===== config.mk =====
export PLATFORM = sky130hd
export DESIGN_NAME = tcp_header_parser_payload_capture_unit
export DESIGN_NICKNAME = d
export VERILOG_FILES = /design/src/hw/rtl/thpc_pkg.sv /design/src/hw/rtl/tcp_header_parser_payload_capture_unit.sv /design/src/hw/rtl/thpc_parser.sv /design/src/hw/rtl/thpc_out_fifo.sv
export VERILOG_INCLUDE_DIRS = /design/src /design/src/hw/rtl
export SDC_FILE = /design/constraint.sdc
export NUM_CORES = 2
export LEC_CHECK = 0
export BUFFER_PORTS_ARGS = -buffer_cell sky130_fd_sc_hd__buf_2
export CORE_UTILIZATION = 55
export CTS_CLUSTER_SIZE = 16
export DETAILED_ROUTE_END_ITERATION = 6
export PLACE_DENSITY = 0.69
export SYNTH_ARGS = -nofsm -noshare
export SYNTH_HDL_FRONTEND = slang
export SYNTH_SLANG_ARGS = --single-unit
export TNS_END_PERCENT = 100

===== constraint.sdc =====
create_clock -name clk -period 14 [get_ports clk]
set_clock_uncertainty 0.15 [all_clocks]
set_input_delay 2.8 -clock clk [delete_from_list [all_inputs] [get_ports clk]]
set_output_delay 2.8 -clock clk [all_outputs]
set_load 0.1 [all_outputs]

===== src/hw/rtl/tcp_header_parser_payload_capture_unit_defines.svh =====
// Assertion macros for the TCP header parser and payload capture unit.
`ifndef TCP_HEADER_PARSER_PAYLOAD_CAPTURE_UNIT_DEFINES_SVH
`define TCP_HEADER_PARSER_PAYLOAD_CAPTURE_UNIT_DEFINES_SVH

// Same-cycle implication, checked at every rising edge outside reset.
`define THPC_ASSERT_IMPLY(label, clk, rst_n, ante, cons, msg) \
    label: assert property (@(posedge clk) disable iff (!rst_n) (ante) |-> (cons)) \
        else $error(msg);

// Next-cycle implication, checked at every rising edge outside reset.
`define THPC_ASSERT_NEXT(label, clk, rst_n, ante, cons, msg) \
    label: assert property (@(posedge clk) disable iff (!rst_n) (ante) |=> (cons)) \
        else $error(msg);

`endif


===== src/hw/rtl/thpc_pkg.sv =====
// Shared constants and types for the TCP header parser and payload capture unit.
package thpc_pkg;

    // Byte positions inside an Ethernet / IPv4 (no options) / TCP frame.
    localparam int ETH_TYPE_HI_POS = 12;
    localparam int ETH_TYPE_LO_POS = 13;
    localparam int IP_PROTO_POS    = 23;
    localparam int SRC_ADDR_POS    = 26;
    localparam int DST_ADDR_POS    = 30;
    localparam int TCP_START_POS   = 34;
    localparam int SEQ_POS         = 38;
    localparam int ACK_POS         = 42;
    localparam int DATA_OFFSET_POS = 46;
    localparam int TCP_FLAGS_POS   = 47;
    localparam int MIN_PAYLOAD_POS = 54;
    localparam int WORD_BYTES      = 4;

    localparam logic [7:0] ETH_TYPE_IPV4_HI = 8'h08;
    localparam logic [7:0] ETH_TYPE_IPV4_LO = 8'h00;
    localparam logic [7:0] IP_PROTO_TCP     = 8'h06;
    localparam logic [3:0] MIN_HDR_WORDS    = 4'd5;

    localparam int FLAG_W   = 6;
    localparam int CAPLEN_W = 9;

    // Output fields other than frame_length, in bits.
    localparam int FIXED_FIELD_BITS = 183;

    localparam logic REC_KIND_PAYLOAD = 1'b0;
    localparam logic REC_KIND_SUMMARY = 1'b1;

    // Output queue sizing.
    localparam int OUTQ_DEPTH = 8;
    localparam int OUTQ_PTR_W = $clog2(OUTQ_DEPTH);
    localparam int OUTQ_CNT_W = $clog2(OUTQ_DEPTH + 1);

    // Records written into the output queue by one parsed byte.
    typedef struct packed {
        logic first;
        logic second;
    } push_t;

endpackage


===== src/hw/rtl/tcp_header_parser_payload_capture_unit.sv =====
// Top level of the Ethernet / IPv4 / TCP header parser with payload capture.
//
//  Channel   Direction  Carries
//  s_axis    in         one frame byte per transaction, tlast on the final byte
//  m_axis    out        payload byte record (tuser 0) or frame summary (tuser 1, tlast 1)
//
// One frame byte is taken every cycle while s_tready is high; its records pass the input
// stage, then the output queue. A final byte that is itself captured gives two records,
// so the queue of eight entries absorbs bursts; s_tready drops only when the queue plus
// the byte in parsing could overfill it. Reset clears parse state, queue and input stage.
`include "tcp_header_parser_payload_capture_unit_defines.svh"

module tcp_header_parser_payload_capture_unit #(
    parameter int MAX_CAPTURE = 256,
    parameter int LENGTH_BITS = 14,
    localparam int DATA_W = ((thpc_pkg::FIXED_FIELD_BITS + LENGTH_BITS + 7) / 8) * 8
) (
    input  logic              clk,
    input  logic              rst_n,
    input  logic              s_tvalid,
    output logic              s_tready,
    input  logic [7:0]        s_tdata,   // [7:0] frame_byte
    input  logic              s_tlast,
    output logic              m_tvalid,
    input  logic              m_tready,
    // from bit 0: source_address 32, dest_address 32, source_port 16, dest_port 16,
    // sequence_number 32, acknowledge_number 32, flag_bits 6, frame_length LENGTH_BITS,
    // captured_length 9, payload_byte 8, zero fill
    output logic [DATA_W-1:0] m_tdata,
    output logic              m_tuser,   // [0] record_kind
    output logic              m_tlast
);

    localparam int CNW = thpc_pkg::OUTQ_CNT_W;

    logic                pending;
    thpc_pkg::push_t     push;
    logic [DATA_W+1:0]   rec0;
    logic [DATA_W+1:0]   rec1;
    logic [DATA_W+1:0]   out_entry;
    logic [CNW-1:0]      fifo_count;
    logic [CNW:0]        committed;
    logic                s_accept;

    thpc_parser #(
        .MAX_CAPTURE(MAX_CAPTURE),
        .LENGTH_BITS(LENGTH_BITS),
        .DATA_W(DATA_W)
    ) u_parser (
        .clk(clk),
        .rst_n(rst_n),
        .in_valid(s_accept),
        .in_byte(s_tdata),
        .in_last(s_tlast),
        .pending(pending),
        .push(push),
        .rec0(rec0),
        .rec1(rec1)
    );

    thpc_out_fifo #(
        .W(DATA_W + 2)
    ) u_out_fifo (
        .clk(clk),
        .rst_n(rst_n),
        .push(push),
        .rec0(rec0),
        .rec1(rec1),
        .pop(m_tready),
        .out_valid(m_tvalid),
        .out_entry(out_entry),
        .count(fifo_count)
    );

    // Each byte in flight may still add two records to the queue.
    assign committed = {1'b0, fifo_count} + (pending ? (CNW+1)'(2) : '0);
    assign s_tready  = (committed <= (CNW+1)'(thpc_pkg::OUTQ_DEPTH - 2));
    assign s_accept  = s_tvalid && s_tready;

    assign m_tlast = out_entry[DATA_W+1];
    assign m_tuser = out_entry[DATA_W];
    assign m_tdata = out_entry[DATA_W-1:0];

    `THPC_ASSERT_IMPLY(a_queue_bound, clk, rst_n, 1'b1, committed <= (CNW+1)'(thpc_pkg::OUTQ_DEPTH), "queue over")
    `THPC_ASSERT_NEXT(a_accept_parsed, clk, rst_n, s_accept, pending, "accepted byte was not registered")
    `THPC_ASSERT_IMPLY(a_summary_last, clk, rst_n, m_tvalid, m_tlast == m_tuser, "tlast not on summary")
    `THPC_ASSERT_IMPLY(a_summary_len, clk, rst_n, m_tvalid && m_tuser, m_tdata[166+LENGTH_BITS +: 9] != '0, "empty summary")

endmodule


===== src/hw/rtl/thpc_parser.sv =====
// Input register, header field extraction and record generation.
module thpc_parser #(
    parameter int MAX_CAPTURE = 256,
    parameter int LENGTH_BITS = 14,
    parameter int DATA_W      = 200
) (
    input  logic                  clk,
    input  logic                  rst_n,
    input  logic                  in_valid,
    input  logic [7:0]            in_byte,
    input  logic                  in_last,
    output logic                  pending,
    output thpc_pkg::push_t       push,
    output logic [DATA_W+1:0]     rec0,
    output logic [DATA_W+1:0]     rec1
);

    localparam int LB = LENGTH_BITS;
    localparam int CW = $clog2(MAX_CAPTURE + 1);
    localparam int PAYLOAD_LSB = thpc_pkg::FIXED_FIELD_BITS - 8 + LB;

    logic             in_vld_reg, in_vld_next;
    logic [7:0]       byte_reg;
    logic             last_reg;

    logic [LB-1:0]    pos_reg, pos_next;
    logic             ok_reg, ok_next;
    logic [7:0]       type_hi_reg, type_hi_next;
    logic [31:0]      src_reg, src_next;
    logic [31:0]      dst_reg, dst_next;
    logic [31:0]      ports_reg, ports_next;
    logic [31:0]      seq_reg, seq_next;
    logic [31:0]      ack_reg, ack_next;
    logic [thpc_pkg::FLAG_W-1:0] flags_reg, flags_next;
    logic [3:0]       hw_reg, hw_next;
    logic [CW-1:0]    cnt_reg, cnt_next;

    logic [LB-1:0]    pos_inc;
    logic [LB-1:0]    payload_start;
    logic             capture;
    logic             summary;
    logic [CW-1:0]    cnt_after;
    logic [CW+thpc_pkg::CAPLEN_W-1:0] cnt_wide;
    logic [DATA_W-1:0] payload_data;
    logic [DATA_W-1:0] summary_data;
    logic [DATA_W+1:0] payload_rec;
    logic [DATA_W+1:0] summary_rec;

    assign in_vld_next = in_valid;

    always_ff @(posedge clk or negedge rst_n)
    begin
        if (!rst_n)
        begin
            in_vld_reg  <= 1'b0;
            pos_reg     <= '0;
            ok_reg      <= 1'b1;
            type_hi_reg <= '0;
            src_reg     <= '0;
            dst_reg     <= '0;
            ports_reg   <= '0;
            seq_reg     <= '0;
            ack_reg     <= '0;
            flags_reg   <= '0;
            hw_reg      <= thpc_pkg::MIN_HDR_WORDS;
            cnt_reg     <= '0;
        end
        else
        begin
            in_vld_reg  <= in_vld_next;
            pos_reg     <= pos_next;
            cnt_reg     <= cnt_next;
            // The header fields return to their reset values after the final byte.
            if (in_vld_reg && last_reg)
            begin
                ok_reg      <= 1'b1;
                type_hi_reg <= '0;
                src_reg     <= '0;
                dst_reg     <= '0;
                ports_reg   <= '0;
                seq_reg     <= '0;
                ack_reg     <= '0;
                flags_reg   <= '0;
                hw_reg      <= thpc_pkg::MIN_HDR_WORDS;
            end
            else if (in_vld_reg)
            begin
                ok_reg      <= ok_next;
                type_hi_reg <= type_hi_next;
                src_reg     <= src_next;
                dst_reg     <= dst_next;
                ports_reg   <= ports_next;
                seq_reg     <= seq_next;
                ack_reg     <= ack_next;
                flags_reg   <= flags_next;
                hw_reg      <= hw_next;
            end
        end
    end

    always_ff @(posedge clk)
    begin
        if (in_valid)
        begin
            byte_reg <= in_byte;
            last_reg <= in_last;
        end
    end

    // The offset saturates at all ones; the saturated increment is also the frame length.
    assign pos_inc = (pos_reg != '1) ? pos_reg + LB'(1) : pos_reg;
    assign payload_start = LB'(thpc_pkg::TCP_START_POS) + LB'({hw_reg, 2'b00});

    always_comb
    begin
        ok_next      = ok_reg;
        type_hi_next = type_hi_reg;
        src_next     = src_reg;
        dst_next     = dst_reg;
        ports_next   = ports_reg;
        seq_next     = seq_reg;
        ack_next     = ack_reg;
        flags_next   = flags_reg;
        hw_next      = hw_reg;
        if (pos_reg == LB'(thpc_pkg::ETH_TYPE_HI_POS))
        begin
            type_hi_next = byte_reg;
        end
        else if (pos_reg == LB'(thpc_pkg::ETH_TYPE_LO_POS))
        begin
            if (!(type_hi_reg == thpc_pkg::ETH_TYPE_IPV4_HI &&
                  byte_reg == thpc_pkg::ETH_TYPE_IPV4_LO))
            begin
                ok_next = 1'b0;
            end
        end
        else if (pos_reg == LB'(thpc_pkg::IP_PROTO_POS))
        begin
            if (byte_reg != thpc_pkg::IP_PROTO_TCP)
            begin
                ok_next = 1'b0;
            end
        end
        else if (pos_reg >= LB'(thpc_pkg::SRC_ADDR_POS) &&
                 pos_reg <  LB'(thpc_pkg::SRC_ADDR_POS + thpc_pkg::WORD_BYTES))
        begin
            src_next = {src_reg[23:0], byte_reg};
        end
        else if (pos_reg >= LB'(thpc_pkg::DST_ADDR_POS) &&
                 pos_reg <  LB'(thpc_pkg::DST_ADDR_POS + thpc_pkg::WORD_BYTES))
        begin
            dst_next = {dst_reg[23:0], byte_reg};
        end
        else if (pos_reg >= LB'(thpc_pkg::TCP_START_POS) &&
                 pos_reg <  LB'(thpc_pkg::TCP_START_POS + thpc_pkg::WORD_BYTES))
        begin
            ports_next = {ports_reg[23:0], byte_reg};
        end
        else if (pos_reg >= LB'(thpc_pkg::SEQ_POS) &&
                 pos_reg <  LB'(thpc_pkg::SEQ_POS + thpc_pkg::WORD_BYTES))
        begin
            seq_next = {seq_reg[23:0], byte_reg};
        end
        else if (pos_reg >= LB'(thpc_pkg::ACK_POS) &&
                 pos_reg <  LB'(thpc_pkg::ACK_POS + thpc_pkg::WORD_BYTES))
        begin
            ack_next = {ack_reg[23:0], byte_reg};
        end
        else if (pos_reg == LB'(thpc_pkg::DATA_OFFSET_POS))
        begin
            // A data offset below the minimum header size is repaired to it.
            hw_next = (byte_reg[7:4] < thpc_pkg::MIN_HDR_WORDS) ?
                      thpc_pkg::MIN_HDR_WORDS : byte_reg[7:4];
        end
        else if (pos_reg == LB'(thpc_pkg::TCP_FLAGS_POS))
        begin
            flags_next = byte_reg[thpc_pkg::FLAG_W-1:0];
        end
    end

    assign capture = ok_next && (pos_reg >= LB'(thpc_pkg::MIN_PAYLOAD_POS)) &&
                     (pos_reg >= payload_start) && (cnt_reg < CW'(MAX_CAPTURE));
    assign cnt_after = cnt_reg + CW'(capture);
    assign summary = last_reg && ok_next && (cnt_after != '0);
    assign cnt_wide = {{thpc_pkg::CAPLEN_W{1'b0}}, cnt_after};

    assign payload_data = DATA_W'({byte_reg, {PAYLOAD_LSB{1'b0}}});
    assign summary_data = DATA_W'({8'h00, cnt_wide[thpc_pkg::CAPLEN_W-1:0], pos_inc,
                                   flags_reg, ack_reg, seq_reg, ports_reg[15:0],
                                   ports_reg[31:16], dst_reg, src_reg});
    assign payload_rec = {1'b0, thpc_pkg::REC_KIND_PAYLOAD, payload_data};
    assign summary_rec = {1'b1, thpc_pkg::REC_KIND_SUMMARY, summary_data};

    // State only moves on a registered byte; after the final byte it all returns to reset values.
    always_comb
    begin
        pos_next = pos_reg;
        cnt_next = cnt_reg;
        if (in_vld_reg)
        begin
            pos_next = pos_inc;
            cnt_next = cnt_after;
            if (last_reg)
            begin
                pos_next = '0;
                cnt_next = '0;
            end
        end
    end

    assign pending     = in_vld_reg;
    assign push.first  = in_vld_reg && (capture || summary);
    assign push.second = in_vld_reg && capture && summary;
    assign rec0        = capture ? payload_rec : summary_rec;
    assign rec1        = summary_rec;

endmodule


===== src/hw/rtl/thpc_out_fifo.sv =====
// Output record queue: takes up to two records a cycle, releases one on pop.
module thpc_out_fifo #(
    parameter int W = 202
) (
    input  logic                             clk,
    input  logic                             rst_n,
    input  thpc_pkg::push_t                  push,
    input  logic [W-1:0]                     rec0,
    input  logic [W-1:0]                     rec1,
    input  logic                             pop,
    output logic                             out_valid,
    output logic [W-1:0]                     out_entry,
    output logic [thpc_pkg::OUTQ_CNT_W-1:0]  count
);

    localparam int PW = thpc_pkg::OUTQ_PTR_W;
    localparam int CNW = thpc_pkg::OUTQ_CNT_W;

    logic [W-1:0]   entries [thpc_pkg::OUTQ_DEPTH];
    logic [PW-1:0]  wr_ptr_reg, wr_ptr_next;
    logic [PW-1:0]  rd_ptr_reg, rd_ptr_next;
    logic [CNW-1:0] count_reg, count_next;
    logic           do_pop;

    assign do_pop = pop && (count_reg != '0);

    always_comb
    begin
        wr_ptr_next = wr_ptr_reg + PW'(push.first) + PW'(push.second);
        rd_ptr_next = rd_ptr_reg + PW'(do_pop);
        count_next  = count_reg + CNW'(push.first) + CNW'(push.second) - CNW'(do_pop);
    end

    always_ff @(posedge clk or negedge rst_n)
    begin
        if (!rst_n)
        begin
            wr_ptr_reg <= '0;
            rd_ptr_reg <= '0;
            count_reg  <= '0;
        end
        else
        begin
            wr_ptr_reg <= wr_ptr_next;
            rd_ptr_reg <= rd_ptr_next;
            count_reg  <= count_next;
        end
    end

    always_ff @(posedge clk)
    begin
        if (push.first)
        begin
            entries[wr_ptr_reg] <= rec0;
        end
        if (push.second)
        begin
            entries[wr_ptr_reg + PW'(1)] <= rec1;
        end
    end

    assign out_valid = (count_reg != '0);
    assign out_entry = entries[rd_ptr_reg];
    assign count     = count_reg;

endmodule

Yosys cells after proc, flatten, opt, wreduce, memory -nomap -nowiden
Memories as Yosys holds them, arrays and structs flattened.
Index checks and enable logic that the tools add are counted.
Widths: inputs -> output; s select.
{"block": "word_totals", "ff_bits": 222, "ramBits": 1616, "out_inout_bits": 204, "memories": 1}
{"memory": "u_out_fifo.entries", "words": 8, "width": 202, "rd": 1, "rd_clocked_by_memory_dff": 0, "write_ports": 2, "line_no": "thpc_out_fifo.sv:19", "text": "logic [W-1:0] entries [thpc_pkg::OUTQ_DEPTH];"}
{"block": "op_classes", "add_sub_neg": 11, "magnitude_cmp": 15, "n_eq_ne": 17, "mux": 83, "n_reduce_logical": 38}
{"operator": "$mux 32", "count": 40}
{"operator": "$mux 202", "count": 1}
{"operator": "$mux 6", "count": 12}
{"operator": "$ge 14x6->1 const B", "count": 4}
{"operator": "$lt 14x6->1 const B", "count": 4}
{"operator": "$mux 4", "count": 12}
{"operator": "$eq 14x4->1 const B", "count": 2}
{"operator": "$eq 14x6->1 const B", "count": 2}
{"operator": "$ge 14x5->1 const B", "count": 2}
{"operator": "$mux 14", "count": 2}
{"operator": "$mux 8", "count": 3}
{"operator": "$ne 2x1->1 const B", "count": 9}
{"operator": "$reduce_bool 2->1", "count": 9}
{"operator": "$logic_and 1x1->1", "count": 17}
{"operator": "$add 14x1->14 const B", "count": 1}
{"operator": "$eq 14x5->1 const B", "count": 1}
{"operator": "$ge 14x14->1", "count": 1}
{"operator": "$lt 14x5->1 const B", "count": 1}
{"operator": "$ne 14x14->1 const B", "count": 1}
{"operator": "$mux 1", "count": 11}
{"operator": "$reduce_and 11->1", "count": 1}
{"operator": "$reduce_and 10->1", "count": 1}
{"operator": "$add 3x1->3", "count": 3}
{"operator": "$add 9x1->9", "count": 1}
{"operator": "other kinds (22)", "count": 23}

Logic depth before layout (Yosys ltp)
{"block": "depth", "word_depth": 16, "depth_mapped": 24, "depth_no_buf": 20}

Modules after synthesis
From an unflattened synthesis, not the netlist that was laid out.
{"block": "hier_totals", "cells_unflattened": 5391, "hier_area_um2": 91784.3}
{"module": "thpc_out_fifo", "n_inst": 1, "cells_each": 4195, "area_per_inst_um2": 80200.7, "seq_area_each_um2": 48776.8}
{"module": "thpc_parser", "n_inst": 1, "cells_each": 1186, "area_per_inst_um2": 11517.3, "seq_area_each_um2": 5353.9}
{"module": "tcp_header_parser_payload_capture_unit", "n_inst": 1, "cells_each": 10, "area_per_inst_um2": 66.3, "seq_area_each_um2": 0.0}

Worst setup path before layout
OpenSTA, ideal clock, no wires.
{"block": "synth_timing", "kind": "register -> register", "from": "reg u_parser.pos_reg[6]", "to": "mem u_out_fifo.entries[0][0], enable pin", "setup_ns": 1.520, "t_arrival_ns": 7.105, "required_ns": 12.330, "slack_ns": 5.225, "path_stages_with_launch": 19, "n_path_buf": 6, "period_less_slack_ns": 8.775, "cell_sequence": "dfrtp_1 buf_2 nor4_4 nand2_1 o32a_1 o211a_4 buf_6 buf_2 ha_1 ha_1 buf_2 and4_1 a2111oi_2 nor2_1 a221o_1 buf_2 nand4_1 buf_2 nand2_1"}
{"item": "start, declared", "line_no": "thpc_parser.sv:26", "text": "logic [LB-1:0] pos_reg, pos_next;"}
{"item": "start signal, assigned", "line_no": "thpc_parser.sv:71", "text": "pos_reg <= pos_next;"}
{"item": "end, declared", "line_no": "thpc_out_fifo.sv:19"}

Worst setup path after layout
{"block": "layout_timing", "from": "reg u_out_fifo.rd_ptr_reg[0]", "to": "out m_tdata[146]"}
{"block": "layout_via", "elab_chain_len": 1}
{"item": "start, declared", "line_no": "thpc_out_fifo.sv:21", "text": "logic [PW-1:0] rd_ptr_reg, rd_ptr_next;"}
{"item": "start signal, assigned", "line_no": "thpc_out_fifo.sv:45", "text": "rd_ptr_reg <= rd_ptr_next;"}
{"item": "$mem_v2 8x202"}
{"item": "end, declared", "line_no": "tcp_header_parser_payload_capture_unit.sv:29", "text": "output logic [DATA_W-1:0] m_tdata,"}
No other way between the ends.

==> results.cfg <==
[synthesis]
yosys_warnings = 0
synth_area_sq_um = 79600
syn_inst = 5131
synthArstFlopShare_pct = 11.8
ys_types = 80
synth-edff-count = 1521
synth_area_leader_cell = edfxtp_1
ys_seq_area_share_pct = 65.9
synthFlopType = edfxtp_1
synth_seq_cells = 1806
syn_avg_cell_area_sq_um = 15.5
synth_area_leaders = edfxtp_1 (57%), mux4_2 (11%), and2_1 (10%)
synth_top_area_share_pct = 57.4

[cts]
cts_resized = 0
path_clk_slew_ps = 60
cts_setup_buffers = 0
worstSkewPairLatency_ps = 820
cts_buffer_depth = 3
tritoncts = yes
htreeDepth = 4
clock_sinks = 1806
clockRootBuffer = clkbuf_16
cts_made_buffers = 181
cts_hold_buffers = 0

[pwr]
seq_power_share_pct = 48.3
clkPwrFrac_pct = 38.6
leakagePower_nw = 26.4
combPwrFrac_pct = 13.1
power_density_nw_per_um2 = 145
p_sw_mw = 3.42
max-vdd-ir-drop_mv = 0.228
switching_share_pct = 26.8
p_int_mw = 9.37

[finish]
design_area_sq_um = 88100
top_register = u_out_fifo.entries
drive_above_1_share_pct = 22.3
syn_to_final_growth_pct = 10.7
largest_reg_flops = 1584
layout.nets = 5265
layout_commonest_cell = edfxtp_1
layout_common_cells = edfxtp_1 (1,521), and2_1 (1,299), mux4_2 (396)

[sta]
slew_violations = 0
maxSlewHeadroom_pct = 18.1
finalSetupViolations = 0
fmax_ghz = 0.130
fin_ws_ps = 6300
min_period_ps = 7700
hold_ws_ps = 295
max_slew.worst_pin.slew_ps = 1230
hold_violations = 0
timing.final.crit_share_pct = 55.0
rsz0062_at_grt = no
setup_tns_ps = 0

[place]
hpwl_um = 101000
place_area_sq_um = 82000
portBuffers = 213
dpl_worst_slack_ps = 6520
gp_congestion = 0.848

[setup_path]
r2r-start = u_parser.pos_reg[6]
crit_required_ps = 11050
r2r_end = u_out_fifo.entries[7][60]
cp_slowest_cell = dfrtp_4
critical_path.cell_chain = buf_4, buf_4, mux4_2, mux2_2, buf_2
end_kind = primary output
max_stage_delay_ps = 960
crit_path_start_kind = register
cp.arrival_ps = 4750
r2r_slack_ps = 6420
worstSetupPathType = register to primary output
cp_max_fo = 41
crit_path_end = m_tdata[146]
path_common_cell = buf_4
crit_start = u_out_fifo.rd_ptr_reg[0]
ff2ff_path_depth = 15

[routing]
ant_nets = 0
firstDrtPassIters = 7
routed_wl_um = 199000
wire_per_inst_um = 27.3
via_per_inst = 6.04
vias = 44000
drt-initial-drc-count = 4510
drc = 46

[die]
core_area_sq_um = 144000
io_pins = 217
start_util_pct = 55.4
die_y_um = 382
die_width_um = 382
fp.dieArea_sq_um = 146000
rows = 139

[run_status]
status = complete, but fails checks
violations = DRC

[run]
maxCapViolCount = 0

[global_route]
grt_pass1_wl_um = 295000
grt_max_degree = 162
grt_pass1_vias = 45100
grt_antenna_before_repair = 14
grt_overflow = 0
track_usage_pct = 27.4

[worst_hold_path]
hold_path.class = register to register
## critical path: cells and delay by family, from the launching register on
family / cells / cell delay, ps
buffers and inverters: 3 / 1950
flip-flops: 1 / 960
multiplexers: 2 / 940
## per-layer routing
layer	wire, um	up-vias	GRT usage, %
met5	45	-	0
met4	4690	8	7.59
met3	14200	279	4.18
met2	97000	1681	44.7
met1	83100	23000	38.7
li1	-	19000	-
## power by group through the flow
stage	registers (mW)	logic, mW	clock network [mW]
after floorplan	6.07	1.35	0
after global placement	6.28	1.69	0
after detailed placement	6.28	1.70	0
after CTS	6.17	1.70	4.99
after global routing	6.20	1.79	5.18
final	6.17	1.67	4.94
## cell usage after synthesis (all sizes together), types with 41 or more instances
cell type and count:
a22o 65, edfxtp 1521, dfrtp 210, a21oi 41, dfxtp 72, clkbuf 193, o21ai 93, and2 1302
nand2 240, mux4 396, nor2 305, mux2i 75, buf 175, mux2 200
## cell families (layout without fill, tap and decap cells)
logic type | Yosys count | after routing | synth area share [%]
AOI/OAI and AO/OA | 265 | 265 | 2.35
and+or+nand+nor | 1936 | 1936 | 13.6
adders and majority gates | 26 | 26 | 0.418
buffers and inverters | 399 | 648 | 2.46
other | 1 | 4 | 0.00471
DFF | 1806 | 1806 | 65.9
xor gates and xnor gates | 27 | 27 | 0.297
muxes | 671 | 671 | 15.0
## worst min-delay path by stage
| stage | from | to | slack (ps) | cells after the start |
|---|---|---|---|---|
| finish | u_out_fifo.entries[5][200] | u_out_fifo.entries[5][200] | 290 | 2 |
| global route | u_out_fifo.entries[5][200] | u_out_fifo.entries[5][200] | 320 | 2 |
| detailed placement | u_out_fifo.entries[5][200] | u_out_fifo.entries[5][200] | 280 | 2 |
| floorplan | u_out_fifo.entries[3][200] | u_out_fifo.entries[3][200] | 270 | 2 |
| global placement | u_out_fifo.entries[5][200] | u_out_fifo.entries[5][200] | 280 | 2 |
| CTS | u_out_fifo.entries[5][200] | u_out_fifo.entries[5][200] | 290 | 2 |
## metrics by stage
stage	std cells	total power, mW	util, %
5_1_grt	7285	13.2	61.3
3_5_place_dp	6946	7.98	57.1
3_3_place_gp	6946	7.97	57.1
6_report	7286	12.8	61.3
4_1_cts	7285	12.9	61.3
2_1_floorplan	5133	7.42	-
## final cells by class
class                           instances  area (sq um)
Multi-Input combinational cell       2928         25300
Sequential cell                      1806         52500
Inverter                               31           119
Fill cell                           10600         55500
Antenna cell                            1          2.50
Timing Repair Buffer                  278          1750
Tap cell                             1903          2380
Clock buffer                          263          5230
Clock inverter                         76           865
(Power assumes the default switching activity.)
